## config.mk

```make
export PLATFORM = sky130hd
export DESIGN_NAME = ct_window_level_gray_map
export DESIGN_NICKNAME = d
export VERILOG_FILES = /design/src/design/cwl_pkg.sv /design/src/design/cwl_front.sv /design/src/design/cwl_div_step.sv /design/src/design/ct_window_level_gray_map.sv
export SDC_FILE = /design/constraint.sdc
export NUM_CORES = 1
export LEC_CHECK = 0
export ABC_AREA = 1
export BUFFER_PORTS_ARGS = -buffer_cell sky130_fd_sc_hd__buf_4
export CELL_PAD_IN_SITES_DETAIL_PLACEMENT = 1
export CELL_PAD_IN_SITES_GLOBAL_PLACEMENT = 1
export CORE_UTILIZATION = 52
export DETAILED_ROUTE_END_ITERATION = 12
export GPL_TIMING_DRIVEN = 0
export PLACE_DENSITY_LB_ADDON = 0.1
export SYNTH_ARGS = -nofsm -noshare
export SYNTH_HDL_FRONTEND = slang
export SYNTH_SLANG_ARGS = --single-unit
export TNS_END_PERCENT = 50
```

## constraint.sdc

```tcl
create_clock -name clk -period 9.5 [get_ports clk]
set_input_delay 0.475 -clock clk [delete_from_list [all_inputs] [get_ports clk]]
set_output_delay 0.475 -clock clk [all_outputs]
set_load 0.005 [all_outputs]
```

## src/design/cwl_pkg.sv

```systemverilog
// Shared types, widths and preset window tables for the CT window/level gray mapper.
package cwl_pkg;

  // field and datapath widths
  localparam int HU_W    = 16;  // input sample
  localparam int WID_W   = 16;  // window width / centre registers
  localparam int PRE_W   = 3;   // preset selector
  localparam int IDX_W   = 2;   // config register index
  localparam int GRAY_W  = 8;   // output gray level
  localparam int DIFF_W  = HU_W + 1;   // hu - centre, signed
  localparam int DEN_W   = WID_W + 1;  // 2 * width
  localparam int NUM_W   = 27;  // 510*d + 256*w, signed
  localparam int REM_W   = NUM_W - 1;  // numerator once known non-negative

  // quotient bits resolved per pipeline stage
  localparam int QBITS_PER_STAGE = 2;
  localparam int DIV_STAGES      = GRAY_W / QBITS_PER_STAGE;

  // config register indexes
  typedef enum logic [IDX_W-1:0] {
    REG_WIDTH  = 2'd0,
    REG_CENTRE = 2'd1,
    REG_INVERT = 2'd2,
    REG_PRESET = 2'd3
  } cfg_reg_t;

  // preset codes
  localparam logic [PRE_W-1:0] PRESET_EXPLICIT = 3'd0;
  localparam logic [PRE_W-1:0] PRESET_LUNG     = 3'd1;
  localparam logic [PRE_W-1:0] PRESET_BONE     = 3'd2;
  localparam logic [PRE_W-1:0] PRESET_BRAIN    = 3'd3;
  localparam logic [PRE_W-1:0] PRESET_ABDOMEN  = 3'd4;
  localparam logic [PRE_W-1:0] PRESET_ANGIO    = 3'd5;
  localparam logic [PRE_W-1:0] PRESET_SPINE    = 3'd6;
  localparam logic [PRE_W-1:0] PRESET_SOFT     = 3'd7;

  // one request in flight between pipeline stages
  typedef struct packed {
    logic [REM_W-1:0]  rem;   // running remainder
    logic [DEN_W-1:0]  den;   // 2 * effective width
    logic [GRAY_W-1:0] quo;   // quotient bits resolved so far
    logic              neg;   // numerator below zero: gray is 0
    logic              last;  // frame end marker
  } cwl_word_t;

  // preset window width
  function automatic logic [WID_W-1:0] preset_width(input logic [PRE_W-1:0] sel);
    logic [WID_W-1:0] w;
    unique case (sel)
      PRESET_LUNG:    w = 16'd1500;
      PRESET_BONE:    w = 16'd2500;
      PRESET_BRAIN:   w = 16'd80;
      PRESET_ABDOMEN: w = 16'd400;
      PRESET_ANGIO:   w = 16'd600;
      PRESET_SPINE:   w = 16'd250;
      PRESET_SOFT:    w = 16'd350;
      default:        w = 16'd400;
    endcase
    return w;
  endfunction

  // preset window centre
  function automatic logic signed [WID_W-1:0] preset_centre(input logic [PRE_W-1:0] sel);
    logic signed [WID_W-1:0] c;
    unique case (sel)
      PRESET_LUNG:    c = -16'sd500;
      PRESET_BONE:    c = 16'sd500;
      PRESET_BRAIN:   c = 16'sd40;
      PRESET_ABDOMEN: c = 16'sd40;
      PRESET_ANGIO:   c = 16'sd300;
      PRESET_SPINE:   c = 16'sd50;
      PRESET_SOFT:    c = 16'sd50;
      default:        c = 16'sd40;
    endcase
    return c;
  endfunction

endpackage

```

## src/design/cwl_front.sv

```systemverilog
// First pipeline stage: window selection and numerator 510*d + 256*w.
module cwl_front (
  input  logic                                clk,
  input  logic                                rst_n,
  input  logic                                in_vld,
  output logic                                in_rdy,
  input  logic signed [cwl_pkg::HU_W-1:0]     hu,
  input  logic                                last,
  input  logic [cwl_pkg::WID_W-1:0]           cfg_width,
  input  logic signed [cwl_pkg::WID_W-1:0]    cfg_centre,
  input  logic                                cfg_invert,
  input  logic [cwl_pkg::PRE_W-1:0]           cfg_preset,
  output logic                                out_vld,
  input  logic                                out_rdy,
  output cwl_pkg::cwl_word_t                  out_word
);
  import cwl_pkg::*;

  logic [WID_W-1:0]         w_sel;
  logic signed [WID_W-1:0]  c_sel;
  logic [WID_W-1:0]         w_eff;
  logic signed [DIFF_W-1:0] diff;
  logic signed [NUM_W-1:0]  num;
  cwl_word_t                word_nxt;
  cwl_word_t                word_r;
  logic                     vld_r;

  // pick window, zero width counts as one
  always_comb begin
    if (cfg_preset == PRESET_EXPLICIT) begin
      w_sel = cfg_width;
      c_sel = cfg_centre;
    end else begin
      w_sel = preset_width(cfg_preset);
      c_sel = preset_centre(cfg_preset);
    end
    w_eff = (w_sel == '0) ? WID_W'(1) : w_sel;
  end

  // signed distance from centre and numerator over denominator 2w
  always_comb begin
    if (cfg_invert) begin
      diff = DIFF_W'(c_sel) - DIFF_W'(hu);
    end else begin
      diff = DIFF_W'(hu) - DIFF_W'(c_sel);
    end
    num = (NUM_W'(diff) <<< 9) - (NUM_W'(diff) <<< 1)
        + $signed({{(NUM_W-WID_W-8){1'b0}}, w_eff, 8'd0});
    word_nxt.neg  = num[NUM_W-1];
    word_nxt.rem  = num[NUM_W-1] ? '0 : num[REM_W-1:0];
    word_nxt.den  = {w_eff, 1'b0};
    word_nxt.quo  = '0;
    word_nxt.last = last;
  end

  assign in_rdy   = !vld_r || out_rdy;
  assign out_vld  = vld_r;
  assign out_word = word_r;

  // stage register
  always_ff @(posedge clk) begin
    if (!rst_n) begin
      vld_r <= 1'b0;
    end else if (in_rdy) begin
      vld_r <= in_vld;
    end
  end

  always_ff @(posedge clk) begin
    if (in_rdy && in_vld) begin
      word_r <= word_nxt;
    end
  end

endmodule

```

## src/design/cwl_div_step.sv

```systemverilog
// Restoring divider stage: resolves QBITS_PER_STAGE quotient bits per register stage.
module cwl_div_step #(
  parameter int STAGE = 0
) (
  input  logic               clk,
  input  logic               rst_n,
  input  logic               in_vld,
  output logic               in_rdy,
  input  cwl_pkg::cwl_word_t in_word,
  output logic               out_vld,
  input  logic               out_rdy,
  output cwl_pkg::cwl_word_t out_word
);
  import cwl_pkg::*;

  localparam int HI = GRAY_W - 1 - STAGE * QBITS_PER_STAGE;

  logic [REM_W-1:0] rem;
  logic [REM_W-1:0] shifted;
  logic [GRAY_W-1:0] quo;
  cwl_word_t        word_nxt;
  cwl_word_t        word_r;
  logic             vld_r;

  // trial subtract of den shifted to each bit position
  always_comb begin
    rem = in_word.rem;
    quo = in_word.quo;
    shifted = '0;
    for (int i = 0; i < QBITS_PER_STAGE; i++) begin
      shifted = REM_W'(in_word.den) << (HI - i);
      if (rem >= shifted) begin
        rem = rem - shifted;
        quo[HI - i] = 1'b1;
      end
    end
    word_nxt      = in_word;
    word_nxt.rem  = rem;
    word_nxt.quo  = quo;
  end

  assign in_rdy   = !vld_r || out_rdy;
  assign out_vld  = vld_r;
  assign out_word = word_r;

  // stage register
  always_ff @(posedge clk) begin
    if (!rst_n) begin
      vld_r <= 1'b0;
    end else if (in_rdy) begin
      vld_r <= in_vld;
    end
  end

  always_ff @(posedge clk) begin
    if (in_rdy && in_vld) begin
      word_r <= word_nxt;
    end
  end

endmodule

```

## src/design/ct_window_level_gray_map.sv

```systemverilog
// Top level of the CT window/level gray mapper: config registers, pipeline and output stage.
//
//  Channel | Ports                          | Carries
//  --------+--------------------------------+-------------------------------------------
//  input   | in_tvalid/in_tready/in_tdata   | tdata[15:0] hu_value, tlast last_pixel
//  output  | out_tvalid/out_tready/out_tdata| tdata[7:0] gray_level, tlast frame_end
//  config  | cfg_we/cfg_index/cfg_wdata     | width, centre, invert, preset by index
//
//  One request per cycle sustained while out_tready holds; the registers are the window/numerator stage,
//  four divider stages at two quotient bits each, and the clamp/output register.
//  Reset (rst_n low, synchronous) empties the pipeline and loads the default window.
//  Each stage holds its request while the stage after it is full and stalled; bubbles
//  close up, so input is taken whenever any stage ahead can move.
module ct_window_level_gray_map (
  input  logic                         clk,
  input  logic                         rst_n,
  // input stream
  input  logic                         in_tvalid,
  output logic                         in_tready,
  input  logic [15:0]                  in_tdata,   // [15:0] hu_value
  input  logic                         in_tlast,   // last_pixel
  // output stream
  output logic                         out_tvalid,
  input  logic                         out_tready,
  output logic [7:0]                   out_tdata,  // [7:0] gray_level
  output logic                         out_tlast,  // frame_end
  // config write port
  input  logic                         cfg_we,
  input  logic [cwl_pkg::IDX_W-1:0]    cfg_index,
  input  logic [cwl_pkg::WID_W-1:0]    cfg_wdata
);
  import cwl_pkg::*;

  logic [WID_W-1:0]        width_r;
  logic signed [WID_W-1:0] centre_r;
  logic                    invert_r;
  logic [PRE_W-1:0]        preset_r;

  cwl_word_t stg_word [DIV_STAGES+1];
  logic      stg_vld  [DIV_STAGES+1];
  logic      stg_rdy  [DIV_STAGES+1];

  logic              out_vld_r;
  logic [GRAY_W-1:0] gray_r;
  logic              last_r;
  logic [GRAY_W-1:0] gray_nxt;
  logic              sat;
  logic              out_adv;

  // config registers
  always_ff @(posedge clk) begin
    if (!rst_n) begin
      width_r  <= WID_W'(400);
      centre_r <= WID_W'(40);
      invert_r <= 1'b0;
      preset_r <= PRESET_EXPLICIT;
    end else if (cfg_we) begin
      unique case (cfg_index)
        REG_WIDTH:  width_r  <= cfg_wdata;
        REG_CENTRE: centre_r <= $signed(cfg_wdata);
        REG_INVERT: invert_r <= cfg_wdata[0];
        REG_PRESET: preset_r <= cfg_wdata[PRE_W-1:0];
      endcase
    end
  end

  // window and numerator
  cwl_front u_front (
    .clk        (clk),
    .rst_n      (rst_n),
    .in_vld     (in_tvalid),
    .in_rdy     (in_tready),
    .hu         ($signed(in_tdata)),
    .last       (in_tlast),
    .cfg_width  (width_r),
    .cfg_centre (centre_r),
    .cfg_invert (invert_r),
    .cfg_preset (preset_r),
    .out_vld    (stg_vld[0]),
    .out_rdy    (stg_rdy[0]),
    .out_word   (stg_word[0])
  );

  // divider pipeline
  for (genvar s = 0; s < DIV_STAGES; s++) begin : g_div
    cwl_div_step #(.STAGE(s)) u_div (
      .clk      (clk),
      .rst_n    (rst_n),
      .in_vld   (stg_vld[s]),
      .in_rdy   (stg_rdy[s]),
      .in_word  (stg_word[s]),
      .out_vld  (stg_vld[s+1]),
      .out_rdy  (stg_rdy[s+1]),
      .out_word (stg_word[s+1])
    );
  end

  // clamp: negative gives 0, remainder still >= den means quotient overflowed 255
  always_comb begin
    sat = stg_word[DIV_STAGES].rem >= REM_W'(stg_word[DIV_STAGES].den);
    if (stg_word[DIV_STAGES].neg) begin
      gray_nxt = '0;
    end else if (sat) begin
      gray_nxt = '1;
    end else begin
      gray_nxt = stg_word[DIV_STAGES].quo;
    end
  end

  assign out_adv              = !out_vld_r || out_tready;
  assign stg_rdy[DIV_STAGES]  = out_adv;

  // output register
  always_ff @(posedge clk) begin
    if (!rst_n) begin
      out_vld_r <= 1'b0;
    end else if (out_adv) begin
      out_vld_r <= stg_vld[DIV_STAGES];
    end
  end

  always_ff @(posedge clk) begin
    if (out_adv && stg_vld[DIV_STAGES]) begin
      gray_r <= gray_nxt;
      last_r <= stg_word[DIV_STAGES].last;
    end
  end

  assign out_tvalid = out_vld_r;
  assign out_tdata  = gray_r;
  assign out_tlast  = last_r;

endmodule

```

== After elaboration in Yosys (flattened, before gate mapping) ==
Cells that the tools add are included.
Storage, ports and cells
  flip-flop bits (word level): 291
  input bits: 40
  output and inout port bits: 11
  logic and storage cells: 114
Operators by class
  add/sub/neg operators: 12
  $lt $le $gt $ge: 9
  eq/ne operators: 9
  multiplexer cells: 15
  reduce and logical (&&, ||, !) cells: 26
Operator list (number)
  $mux 26: 8
  $pmux 12 s6: 1
  $pmux 16 s4: 1
  $ge 26x17->1: 2
  $mux 16: 3
  $sub 16x16->17: 2
  $add 27x25->27: 1
  $sub 26x18->27: 1
  $ge 26x18->1: 1
  $ge 26x19->1: 1
  $ge 26x20->1: 1
  $ge 26x21->1: 1
  $ge 26x22->1: 1
  $ge 26x23->1: 1
  $ge 26x24->1: 1
  $sub 26x17->26: 1
  $sub 26x18->26: 1
  $sub 26x19->26: 1
  $sub 26x20->26: 1
  $sub 26x21->26: 1
  $sub 26x22->26: 1
  $sub 26x23->26: 1
  $sub 26x24->26: 1
  $mux 17: 1
  14 further kinds: 36

== Depth between registers and ports, before layout ==
Gate-level depths: netlist (run 1).
  word-level depth: 8
  mapped depth: 32
  depth with buffers taken out: 31

== Modules after synthesis ==
A second synthesis (run 1) with hierarchy kept.
Second synthesis, totals
  cell total of the unflattened synthesis: 3621
  area total of the unflattened synthesis: 26606.8 um^2
By module, submodules not included
  cwl_front: instances 1, cells each 757, area each 5366.4 um^2, seq. area each 1311.3 um^2
  cwl_div_step at g_div[3].u_div: instances 1, cells each 699, area each 5043.6 um^2, seq. area each 1611.5 um^2
  cwl_div_step at g_div[2].u_div: instances 1, cells each 671, area each 4849.7 um^2, seq. area each 1611.5 um^2
  cwl_div_step at g_div[1].u_div: instances 1, cells each 633, area each 4722.0 um^2, seq. area each 1611.5 um^2
  cwl_div_step at g_div[0].u_div: instances 1, cells each 549, area each 4269.1 um^2, seq. area each 1611.5 um^2
  ct_window_level_gray_map: instances 1, cells each 312, area each 2356.0 um^2, seq. area each 1011.0 um^2

== Worst setup path before layout (run 1) ==
Ideal clock, no wire load.
  path type: flip-flop to flip-flop
  start point: register preset_r[2]
  end point: register u_front.word_r, in the netlist u_front.out_word[52] (data pin)
  setup time: 250 ps
  data arrival time: 4632 ps
  data required time: 9250 ps
  path slack: 4618 ps
  stages on the path, launching flop included: 31
  path buffers: 1
  clock period less this slack: 4882 ps
  cell sequence: dfxtp_1 > nor2_1 > inv_1 > nor2_1 > nand2_1 > ha_1 > fa_1 > nand3b_1 > nand2_1 > a21oi_1 > o21ai_0 > inv_1 > o21ai_0 > xor2_1 > nand2_1 > nand2_1 > inv_1 > fa_1 > inv_1 > ha_1 > a21oi_1 > o21ai_0 > inv_1 > o21ai_0 > nand2_1 > nand2_1 > a21oi_1 > nand2_2 > buf_4 > nand3_1 > inv_1
On the way
  word-level cells in the longest chain between the ends: 8
  elaborated cells on any way between the ends: 19
  classes of those cells: add/sub (4); eq/ne (6); mux (6); reduce/logical (3)
RTL lines
  start: declaration: line ct_window_level_gray_map.sv:37  | logic [PRE_W-1:0] preset_r;
  start signal: assignment: line ct_window_level_gray_map.sv:62  | REG_PRESET: preset_r <= cfg_wdata[PRE_W-1:0];
  $eq 3x3->1: line cwl_pkg.sv:49, cwl_pkg.sv:65
  $reduce_or 2->1 (no source line)
  $pmux 16 s4: line cwl_pkg.sv:65  | unique case (sel)
  $mux 16: line cwl_front.sv:30  | if (cfg_preset == PRESET_EXPLICIT) begin
  $sub 16x16->17 (on tied branches): line cwl_front.sv:45, cwl_front.sv:43
  $mux 17: line cwl_front.sv:42  | if (cfg_invert) begin
  $sub 26x18->27: line cwl_front.sv:47  | num = (NUM_W'(diff) <<< 9) - (NUM_W'(diff) <<< 1)
  $add 27x25->27 *: line cwl_front.sv:48  | + $signed({{(NUM_W-WID_W-8){1'b0}}, w_eff, 8'd0});
  end signal: assignment: line cwl_front.sv:71  | word_r <= word_nxt;
  end: declaration: line cwl_front.sv:25  | cwl_word_t word_r;
Mark *: on every way between the ends. The rest lies on a longest branch, timed or not.
A chain may end at the register's enable or synchronous reset.

== Worst setup path after layout (run 1) ==
  start point: register preset_r[2]
  end point: register u_front.word_r, in the netlist u_front.out_word[50] (data pin)
The elaborated chain is that of the path after synthesis.

==> summary.txt, run 1 <==
Logic synthesis
  – Syn_nets: 3538
  – Post-Synth Adder-Cell Area: approximately 12%
  – Main area contributors after synthesis: edfxtp_1 30%, nand2_1 13%, ha_1 10%
  – Most used DFF post-synth: edfxtp_1
  – Post-Synth Simple-Gate Area: approximately 27%
  – Main combinational cell family by area after synthesis: simple AND/OR/NAND/NOR gates
  – Synth Area in Compound Gates: between 10% and 20%
  – Synth Register Bits: around 290
  – Xor/xnor share of the synthesized area: 4.70%
  – Yosys cell types: 57
  – Post-synth EDFFs: ~240
  – Post-synth ARST share: 0%
  – Syn Area/Cell: 7.33 sq um
  – Post-Synthesis Cells: approximately 3300
  – Post-synthesis mux area share: 0%
  – Top-area cell type share of the netlist area: 30.5%
  – Post-Syn Area: between 20000 and 25000 sq um
  – Seq/Total Area, Yosys: around 34%
  – Synth Warn #: 0
  – Dominant cell type by area after synthesis: edfxtp_1

CTS
  – Clk buf depth: 3
  – # hold bufs at CTS: 0
  – CTS buffer count: 30
  – Post-CTS sizing: 0
  – Setup bufs post-CTS: 0
  – CTS H-Tree Depth: 1
  – Worst skew pair latency: 0.60 ns
  – CTS root buffer: clkbuf_16
  – TritonCTS clock tree: done
  – Clk slew on worst S/H paths: approximately 0.060 ns
  – Clock Sinks: 286

STA
  – Final setup fails: 0
  – Hold WS: 0.0578 ns
  – Worst Tran Pin Value: just under 1 ns
  – Total negative setup slack: 0 ns
  – Final period utilization: between 60% and 70%
  – Slew Limit Fails: 0
  – RSZ-0062 raised after global routing: false
  – Max Clk Rate: between 150 and 200 MHz
  – Tmin final: about 6.3 ns
  – Final Skew: ~0.025 ns
  – Hold Vio Cnt, Final: 0
  – Max-Slew Margin vs Limit: a little over a third

Final layout
  – Fin util: 57.7%
  – Antenna Cells: 0
  – Layout Area Growth over Synthesis: 9.16%
  – Share of cells above drive strength 1: roughly 7.0%
  – NumNets Final: between 3000 and 4000

Setup path
  – Critical Path Source Type: flip-flop
  – CP Buf/Inv Count: 5
  – Worst Path Required: 9.92 ns
  – Crit end category: flip-flop
  – Critical path type: flip-flop to flip-flop
  – CP max-delay cell: fa_1
  – Slowest cell delay on critical path: 0.51 ns
  – Crit path max-delay family: compound AO/OA/AOI/OAI gates
  – Worst Path Arrival: ~6.7 ns
  – Critical path's most frequent cell: inv_1
  – Crit path max fanout: 10

Pwr
  – P_int: 4280 uW
  – Clk pwr share: ~14%
  – PwrDens: between 300 and 400 nW/um^2
  – Worst vdd ir: 0.199 mV
  – Comb power frac: 64.2%
  – Final Total Pwr: 8700 uW
  – Leak: 0.0126 uW
  – Sequential share of power: a little over a fifth
  – Net Sw Frac: ~51%
  – Sw Pwr: around 4400 uW

Floorplanning
  – Die extent in x: roughly 220 um
  – Die area: approximately 47000 sq um
  – Core area: 45500 sq um
  – Die height: ~220 um
  – Boundary pin count: 51
  – Initial Util: between 50% and 60%
  – FP Rows: a little under 80

Detailed routing
  – WL/cell: 20.9 um
  – DR pass1 iterations: 5
  – DR vias: roughly 23000
  – # DRC: 0
  – Number of DRC markers in iteration 0: about 1600
  – Antenna-violating nets left: 0
  – DR vias/cell: ~5.8
  – Post-Route WL: approximately 83000 um

Job
  – Max Cap Viol: 0

Global route
  – Remaining Overflow, GRT: 0
  – First-pass GRT wire length: around 130000 um
  – Largest net degree at the start of global routing: 48
  – Total GRT Usage: 35.4%
  – Initial antenna violation count: 0
  – Vias in the first global route: 24272

Place
  – Detailed placement HPWL: just under 70000 um
  – GPL Wtd Cong: ~0.94
  – I/O Buffers: a little under 50

Worst hold path
  – Worst hold path type: primary input to flip-flop

Status
  – Status: finished, final reports clean
-- logic make-up (layout without fill, tap and decap cells) --
family,after synthesis,count (layout)
flip-flops,286,286
XOR/XNOR,128,128
adder cells (fa/ha/maj),221,221
buffers and inverters,610,717
AND/OR/NAND/NOR,1510,1510
AO/OA/AOI/OAI,522,522
-- layout make-up --
class | count | area, sq um
fill | 5854 | 19200
multi-input combinational | 2381 | 13500
sequential | 286 | 8170
inverter | 560 | 2100
clock buffer | 36 | 783
tap | 600 | 751
timing repair buffer | 53 | 448
buffer | 50 | 287
clock inverter | 18 | 204
-- cells in the mapped netlist (8+ instances only) --
cell type	instances
nand2_1	856
inv_1	537
nor2_1	271
edfxtp_1	244
o21ai_0	216
a21oi_1	215
ha_1	195
nand3_1	186
xor2_1	75
nand4_1	72
xnor2_1	52
dfxtp_1	42
nand2_2	29
fa_1	26
nor3_1	26
clkbuf_1	22
inv_2	20
o21a_1	16
nor2_2	15
buf_2	13
nand3b_1	12
o21bai_1	12
a21o_1	10
a31oi_1	8
-- flip-flops by register name, summed over array words and instances (netlist names) --
| signal | count |
|---|---|
| centre_r | 16 |
| g_div.u_div.out_vld | 4 |
| g_div.u_div.out_word | 192 |
| invert_r | 1 |
| out_tdata | 8 |
| out_tlast | 1 |
| out_tvalid | 1 |
| preset_r | 3 |
| u_front.out_vld | 1 |
| u_front.out_word | 43 |
| width_r | 16 |
-- per-stage QoR --
stage	instances	instance area [sq um]	setup WS, ns
global placement	3926	25100	3.53
global route	3984	26200	2.78
CTS	3984	26200	3.24
finish	3984	26200	3.23
floorplan	3277	24000	4.62
detailed placement	3930	25200	3.33
-- final timing paths --
| kind | from | to | slack, ns | depth (start not counted) |
|---|---|---|---|---|
| setup reg to reg | preset_r[2] | u_front.out_word[50] | 3.23 | 25 |
| hold / removal | in_tlast | u_front.out_word[0] | 0.06 | 1 |
| hold reg to reg | g_div[2].u_div.out_word[8] | g_div[3].u_div.out_word[8] | 0.42 | 0 |
| setup / recovery | preset_r[2] | u_front.out_word[50] | 3.23 | 25 |
-- metal layers --
layer	wire (um)	part of all wire [%]	track usage [%]
met1	33000	40	40.5
met2	42100	51	64.8
met3	3070	3.7	3.31
met4	4980	6.0	19.2
met5	0	0	0
-- cell usage in the layout, fill, tap and decap left out, types with 16 or more instances in the layout --
master / instances
nand2_1: 856
ha_1: 195
o21a_1: 16
nor3_1: 26
buf_4: 56
nand2_2: 29
dfxtp_1: 42
xor2_1: 75
clkbuf_1: 27
clkbuf_16: 30
inv_2: 23
xnor2_1: 52
nand4_1: 72
inv_1: 534
nor2_1: 269
a21oi_1: 215
nand3_1: 186
fa_1: 26
edfxtp_1: 244
o21ai_0: 216
-- power by group through the flow --
| stage | registers (uW) | logic [uW] | clock network (uW) |
|---|---|---|---|
| 2_1_floorplan | 1850 | 4000 | 0 |
| 3_3_place_gp | 1910 | 5160 | 0 |
| 3_5_place_dp | 1930 | 5460 | 0 |
| 4_1_cts | 1900 | 5520 | 1210 |
| 5_1_grt | 1920 | 6210 | 1250 |
| 6_report | 1910 | 5590 | 1210 |
-- worst register-to-register path, stage by stage (launching register included) --
cell and delay [ns]:
dfxtp_1 0.36, nor2_1 0.47, inv_1 0.14, nor2_1 0.34, a21oi_1 0.25, inv_1 0.18, ha_1 0.27, nand3b_1 0.10
nand2_1 0.09, a21oi_1 0.31, o21ai_0 0.22, o21ai_0 0.39, o22ai_1 0.15, xnor2_1 0.34, inv_1 0.12, fa_1 0.51
inv_1 0.04, ha_1 0.41, nand2_1 0.14, o21a_1 0.22, o21ai_0 0.26, a21oi_1 0.13, nand2_2 0.20, buf_4 0.22
nand2_1 0.07, nor2_1 0.16
Power figures use the tool's default switching activity.
==> inputs of run 2 (changes only) <==
- CORE_UTILIZATION: 52 -> 48
- clock period: 9.5 -> 6.3 ns (I/O delays scaled with it)
==> run 2 against run 1 <==
Against the previous run:
- utilization shrank 3.6 points
- register-to-register slack lost 2.8 ns
- non-clock buffer count rose by 20
- sequential power up 51%
- clock skew increased by 0.0074 ns
- sequential cell count did not move
- largest cell class unchanged
- largest power group unchanged
- clock power rose by 55%
- combinational power is 50% higher
- global-route usage is 3.4 points lower
- maximum frequency is 6.8% higher
==> summary.txt, run 2 (synthesized netlist as in run 1, its figures left out) <==
STA
  – Slew Limit Fails: 0
  – Hold Vio Cnt, Final: 0
  – Max-Slew Margin vs Limit: 30.9%
  – Worst Tran Pin Value: slightly above 1 ns
  – Max Clk Rate: about 170 MHz
  – Tmin final: ~5.9 ns
  – Hold WS: approximately 0.023 ns
  – Final setup fails: 0
  – Final Skew: approximately 0.033 ns
  – Final period utilization: between 90% and 100%

Detailed routing
  – Number of DRC markers in iteration 0: ~1200
  – Post-Route WL: just over 80000 um
  – DR vias/cell: roughly 5.6
  – WL/cell: ~20 um
  – # DRC: 0
  – DR vias: 22620
  – DR pass1 iterations: 5
  – Antenna-violating nets left: 0

Floorplanning
  – FP Rows: slightly above 80
  – Die extent in x: approximately 230 um
  – Core area: 49200 sq um
  – Die height: roughly 230 um
  – Boundary pin count: 51
  – Initial Util: approximately 50%
  – Die area: 51000 sq um

Setup path
  – R2R setup slack: 0.43 ns
  – Crit path max fanout: 10
  – Critical path type: flip-flop to flip-flop
  – Critical Path Source Type: flip-flop
  – Crit end category: flip-flop
  – R2r endpoint: u_front.out_word[52]
  – Worst Path Arrival: 6.22 ns
  – Worst Path Required: between 6 and 7 ns
  – Worst r2r src: preset_r[1]
  – R2R depth: 25

Final layout
  – Fin util: 54.1%
  – NumNets Final: 3644
  – Most common cell after layout, fill and taps aside: nand2_1
  – Share of cells above drive strength 1: between 7 and 8%
  – Fillers: approximately 6400
  – Multi-input logic area: between 10000 and 15000 sq um
  – Max reg flops: approximately 190
  – Antenna Cells: 0
  – FF+latch area: 8170 sq um
  – Most frequent cells in the layout: 856 x nand2_1, 533 x inv_1, 266 x nor2_1
  – Layout Area Growth over Synthesis: 10.6%
  – Final instance area: between 20000 and 30000 sq um

Worst hold path
  – Hold depth: 4
  – Worst Hold End: out_tvalid
  – Worst hold path type: primary input to flip-flop
  – Hold path startpoint: out_tready

Global route
  – Remaining Overflow, GRT: 0
  – Vias in the first global route: between 20000 and 25000
  – Total GRT Usage: approximately a third
  – Largest net degree at the start of global routing: 48
  – Initial antenna violation count: 0
  – First-pass GRT wire length: 127000 um

CTS
  – CTS H-Tree Depth: 1
  – Clk buf depth: 3
  – Worst skew pair latency: just over 0.6 ns
  – TritonCTS clock tree: done
  – Clk slew on worst S/H paths: approximately 0.06 ns
  – CTS buffer count: 31
  – CTS root buffer: clkbuf_16
  – Clock Sinks: between 200 and 300

Pwr
  – PwrDens: ~490 nW/um^2
  – Worst vdd ir: approximately 0.26 mV
  – Leak: roughly 0.013 uW

Place
  – Placed inst area: between 20000 and 30000 sq um
  – I/O Buffers: 49
  – GPL Wtd Cong: 0.979
  – Detailed placement HPWL: 67400 um

Status
  – Status: finished, final reports clean

Job
  – Max Cap Viol: 0
==> run 2: changes by cell type in the layout (fill, tap and decap cells not counted), moves of 2 or more <==
cell,delta
buf_4,+3
clkbuf_1,-3
clkinvlp_4,+3
dlygate4sd3_1,+17
nor2_1,-3
nor2_2,+2
o21ai_0,-4
o21ai_1,+4
==> run 2: area by class of cell <==
cell class / instances / share of cell area, %
Buffer: 50 / 1.08
Tap cell: 664 / 3.13
Timing Repair Buffer: 73 / 2.41
Multi-Input combinational cell: 2381 / 50.8
Clock inverter: 22 / 0.895
Sequential cell: 286 / 30.7
Clock buffer: 35 / 3.01
Inverter: 560 / 7.93
==> run 2: report_power, final <==
part	internal (uW)	switching (uW)
Combinational	2800	5570
Sequential	2660	221
Clock	1080	802
Total	6530	6590
==> run 2: worst max-delay path by stage <==
| stage | start | to | slack, ns | cells after the start |
|---|---|---|---|---|
| floorplan | preset_r[2] | u_front.out_word[52] | 1.42 | 30 |
| CTS | preset_r[2] | u_front.out_word[50] | 0.12 | 28 |
| finish | preset_r[1] | u_front.out_word[52] | 0.43 | 25 |
| global placement | preset_r[2] | u_front.out_word[51] | 0.40 | 30 |
| global route | preset_r[2] | u_front.out_word[50] | -0.007 | 30 |
| detailed placement | preset_r[2] | u_front.out_word[50] | 0.15 | 30 |
==> run 2: per-stage QoR <==
| stage | TNS, ns | power, uW | setup WS [ns] | instances |
|---|---|---|---|---|
| floorplan | 0 | 8830 | 1.42 | 3277 |
| global placement | 0 | 10800 | 0.403 | 3990 |
| detailed placement | 0 | 11100 | 0.153 | 3994 |
| CTS | 0 | 13000 | 0.120 | 4068 |
| global route | -0.0130 | 14200 | -0.00695 | 4071 |
| finish | 0 | 13100 | 0.430 | 4071 |
==> run 2: layer usage <==
metal | vias to the layer above | part of all wire [%] | track usage [%] | wire length (um)
met5 | - | 0 | 0 | 0
met4 | 0 | 5.0 | 15.3 | 4080
met3 | 207 | 3.4 | 2.59 | 2770
met2 | 528 | 50 | 58.6 | 41000
met1 | 10947 | 41 | 37.7 | 33500
li1 | 10938 | - | - | -
==> run 2: repair_timing <==
item                       4_1_cts  5_1_grt
hold endpoints to repair        24        0
hold buffers                    17        0
buffers inserted                 0        3
resized for setup                0       11
setup endpoints to repair        0       26
==> run 2: critical path: stages, from the launching register on <==
cell,delay (ns)
dfxtp_1,0.36
clkbuf_2,0.21
or2_2,0.33
a21oi_1,0.22
inv_1,0.07
ha_1,0.27
buf_2,0.17
a21oi_1,0.19
nand2_1,0.12
a21oi_1,0.30
nand2_1,0.12
nand2_1,0.11
o221ai_1,0.12
xor2_1,0.36
inv_1,0.11
fa_1,0.52
inv_1,0.05
ha_1,0.37
a21oi_1,0.33
inv_1,0.12
a31oi_1,0.34
o21ai_0,0.23
a31oi_1,0.31
nand3_1,0.13
nand3_1,0.10
inv_1,0.04
==> inputs of run 3 (changes only) <==
- ABC_AREA: 1 -> unset
- CORE_UTILIZATION: 48 -> 51
==> run 3 against run 2 <==
Against the previous run:
- worst hold slack improved by 0.0076 ns
- design area shrank 7.0%
- maximum frequency is 3.7% lower
- synthesized area decreased by 9.7%
- count of clock-buffer cells in the layout is 7 higher
- critical endpoint is now g_div[1].u_div.out_word[44]
- largest cell class unchanged
==> summary.txt, run 3 <==
Status
  – Status: finished, final reports clean

Floorplanning
  – Initial Util: 51.7%
  – Die height: roughly 210 um
  – FP Rows: 75
  – Die area: around 43000 sq um
  – Boundary pin count: between 50 and 60
  – Die extent in x: about 210 um
  – Core area: 41900 sq um

Logic synthesis
  – Post-Syn Area: about 22000 sq um
  – Synth Register Bits: between 200 and 300
  – Yosys cell types: 90
  – Synth Warn #: 0
  – Seq/Total Area, Yosys: 37.6%
  – Most used DFF post-synth: edfxtp_1
  – Main area contributors after synthesis: edfxtp_1 34%, ha_1 11%, a21oi_1 4.2%
  – Post-synth ARST share: 0%
  – Dominant cell type by area after synthesis: edfxtp_1
  – Top-area cell type share of the netlist area: between 30% and 40%
  – Syn_nets: about 2600
  – Leading cell types by count after synthesis: 244 x edfxtp_1, 231 x inv_1, 210 x nand2_1
  – Most common cell in the netlist: edfxtp_1
  – Syn Area/Cell: 9.34 sq um
  – Post-synth EDFFs: between 200 and 250
  – Post-Synthesis Cells: between 2000 and 2500

STA
  – Max-Slew Margin vs Limit: ~3.4%
  – Max Clk Rate: around 160 MHz
  – Final period utilization: ~97%
  – Hold Vio Cnt, Final: 0
  – Total negative setup slack: 0 ns
  – Final Skew: 0.0129 ns
  – Worst Tran Pin Value: 1.45 ns
  – Slew Limit Fails: 0
  – Final setup fails: 0
  – Tmin final: between 6 and 7 ns

Job
  – Max Cap Viol: 0

Final layout
  – NumNets Final: ~2700
  – Final instance area: 24700 sq um
  – Max reg flops: about 190
  – Share of cells above drive strength 1: between 10% and 20%
  – Fillers: 4764
  – Most frequent cells in the layout: 244 x edfxtp_1, 230 x inv_1, 209 x nand2_1
  – FF+latch area: 8170 sq um
  – Multi-input logic area: 12800 sq um
  – Fin util: between 50% and 60%
  – Layout Area Growth over Synthesis: 13.9%
  – Most common cell after layout, fill and taps aside: edfxtp_1
  – Antenna Cells: 0

CTS
  – CTS H-Tree Depth: 2
  – CTS buffer count: 34
  – Clk slew on worst S/H paths: approximately 0.060 ns
  – CTS root buffer: clkbuf_16
  – Clock Sinks: around 290
  – TritonCTS clock tree: done
  – Clk buf depth: 3
  – Worst skew pair latency: approximately 0.55 ns

Pwr
  – PwrDens: about 470 nW/um^2
  – Worst vdd ir: 0.302 mV
  – Leak: 0.0103 uW

Setup path
  – R2R setup slack: just over 0.2 ns
  – Crit end category: flip-flop
  – Worst Path Arrival: ~6.4 ns
  – Crit path max fanout: 10
  – Critical path type: flip-flop to flip-flop
  – Critical Path Source Type: flip-flop
  – Worst Path Required: 6.59 ns

Detailed routing
  – Post-Route WL: between 60000 and 70000 um
  – WL/cell: roughly 21 um
  – Antenna-violating nets left: 0
  – DR vias: 17854
  – DR pass1 iterations: 5
  – # DRC: 0
  – Number of DRC markers in iteration 0: 862
  – DR vias/cell: ~6

Place
  – GPL Wtd Cong: 0.905
  – I/O Buffers: 50
  – Placed inst area: between 20000 and 25000 sq um
  – Detailed placement HPWL: slightly above 50000 um

Global route
  – Vias in the first global route: 19168
  – Remaining Overflow, GRT: 0
  – Total GRT Usage: around 30%
  – Initial antenna violation count: 0
  – Largest net degree at the start of global routing: 38
  – First-pass GRT wire length: around 100000 um

Worst hold path
  – Worst hold path type: primary input to flip-flop
[run 3: through the flow]
| step | total power (uW) | std cells | hold slack (ns) | setup WS [ns] |
|---|---|---|---|---|
| 2_1_floorplan | 7510 | 2323 | 0.400 | 0.00781 |
| 4_1_cts | 11300 | 3005 | 0.0191 | 0.00117 |
| 6_report | 11500 | 3013 | 0.0303 | 0.207 |
| 5_1_grt | 12300 | 3013 | 0.0369 | -0.108 |
| 3_3_place_gp | 8750 | 2912 | 0.401 | -1.56 |
| 3_5_place_dp | 9060 | 2917 | 0.405 | -1.23 |
[run 3: report_power, final]
part / leakage, uW / switching (uW) / internal [uW]
Sequential: 0.00258 / 191 / 2570
Combinational: 0.00722 / 3810 / 2970
Clock: 0.000536 / 821 / 1160
[run 3: path summary, 6_finish.rpt]
kind	depth (start not counted)	from	end
worst max register to register	24	g_div[0].u_div.out_word[33]	g_div[1].u_div.out_word[44]
worst min-delay path	3	cfg_wdata[4]	width_r[4]
worst max-delay path	24	g_div[0].u_div.out_word[33]	g_div[1].u_div.out_word[44]
worst min register to register	0	g_div[2].u_div.out_word[0]	g_div[3].u_div.out_word[0]
[run 3: layer usage]
metal,global-route usage [%],share of wire (%),up-vias
li1,-,-,8576
met1,34.4,41,8814
met2,55.6,52,318
met3,3.82,2.8,146
met4,11.8,4.1,0
met5,0,0,-
[run 3: kinds of logic (layout without fill, tap and decap cells)]
| logic type | after synthesis | count (layout) | synth area share (%) |
|---|---|---|---|
| buf+inv | 301 | 452 | 5.29 |
| fa+ha+maj | 221 | 221 | 13.6 |
| simple gates | 687 | 687 | 15.4 |
| mux | 75 | 75 | 3.90 |
| flops | 286 | 286 | 37.6 |
| xor+xnor | 151 | 151 | 6.10 |
| compound gates | 602 | 602 | 18.0 |
[run 3: what timing repair did]
item,CTS,global route
hold buffers,5,0
setup buffers,24,13
pin swaps,9,15
endpoints found under the hold margin,5,0
gates resized for setup,49,75
setup endpoints to repair,110,110
[run 3: area by class of cell]
| cell class | instances | area share (%) |
|---|---|---|
| plain buffers | 58 | 1.24 |
| inverters | 235 | 3.58 |
| clock inverters | 20 | 0.678 |
| clock buffers | 42 | 3.82 |
| repair buffers | 97 | 3.30 |
| well taps | 539 | 2.73 |
| flip-flops and latches | 286 | 33.1 |
| multi-input cells | 1736 | 51.6 |
[run 3: critical path, cell delays in order, from the launching register on]
cell      delay (ns)
edfxtp_1        0.36
inv_1           0.09
ha_1            0.17
inv_1           0.06
fa_1            0.40
a21o_1          0.20
a221o_1         0.36
a211oi_4        0.34
o21ai_2         0.14
nor3b_2         0.27
clkbuf_8        0.22
mux2_2          0.38
inv_1           0.08
ha_1            0.26
nor2b_1         0.16
o31a_1          0.27
nor2_2          0.13
nor2_1          0.07
o31a_1          0.30
o41ai_4         0.35
o31ai_2         0.13
or3_4           0.37
nand2b_4        0.21
buf_6           0.20
mux2_2          0.30
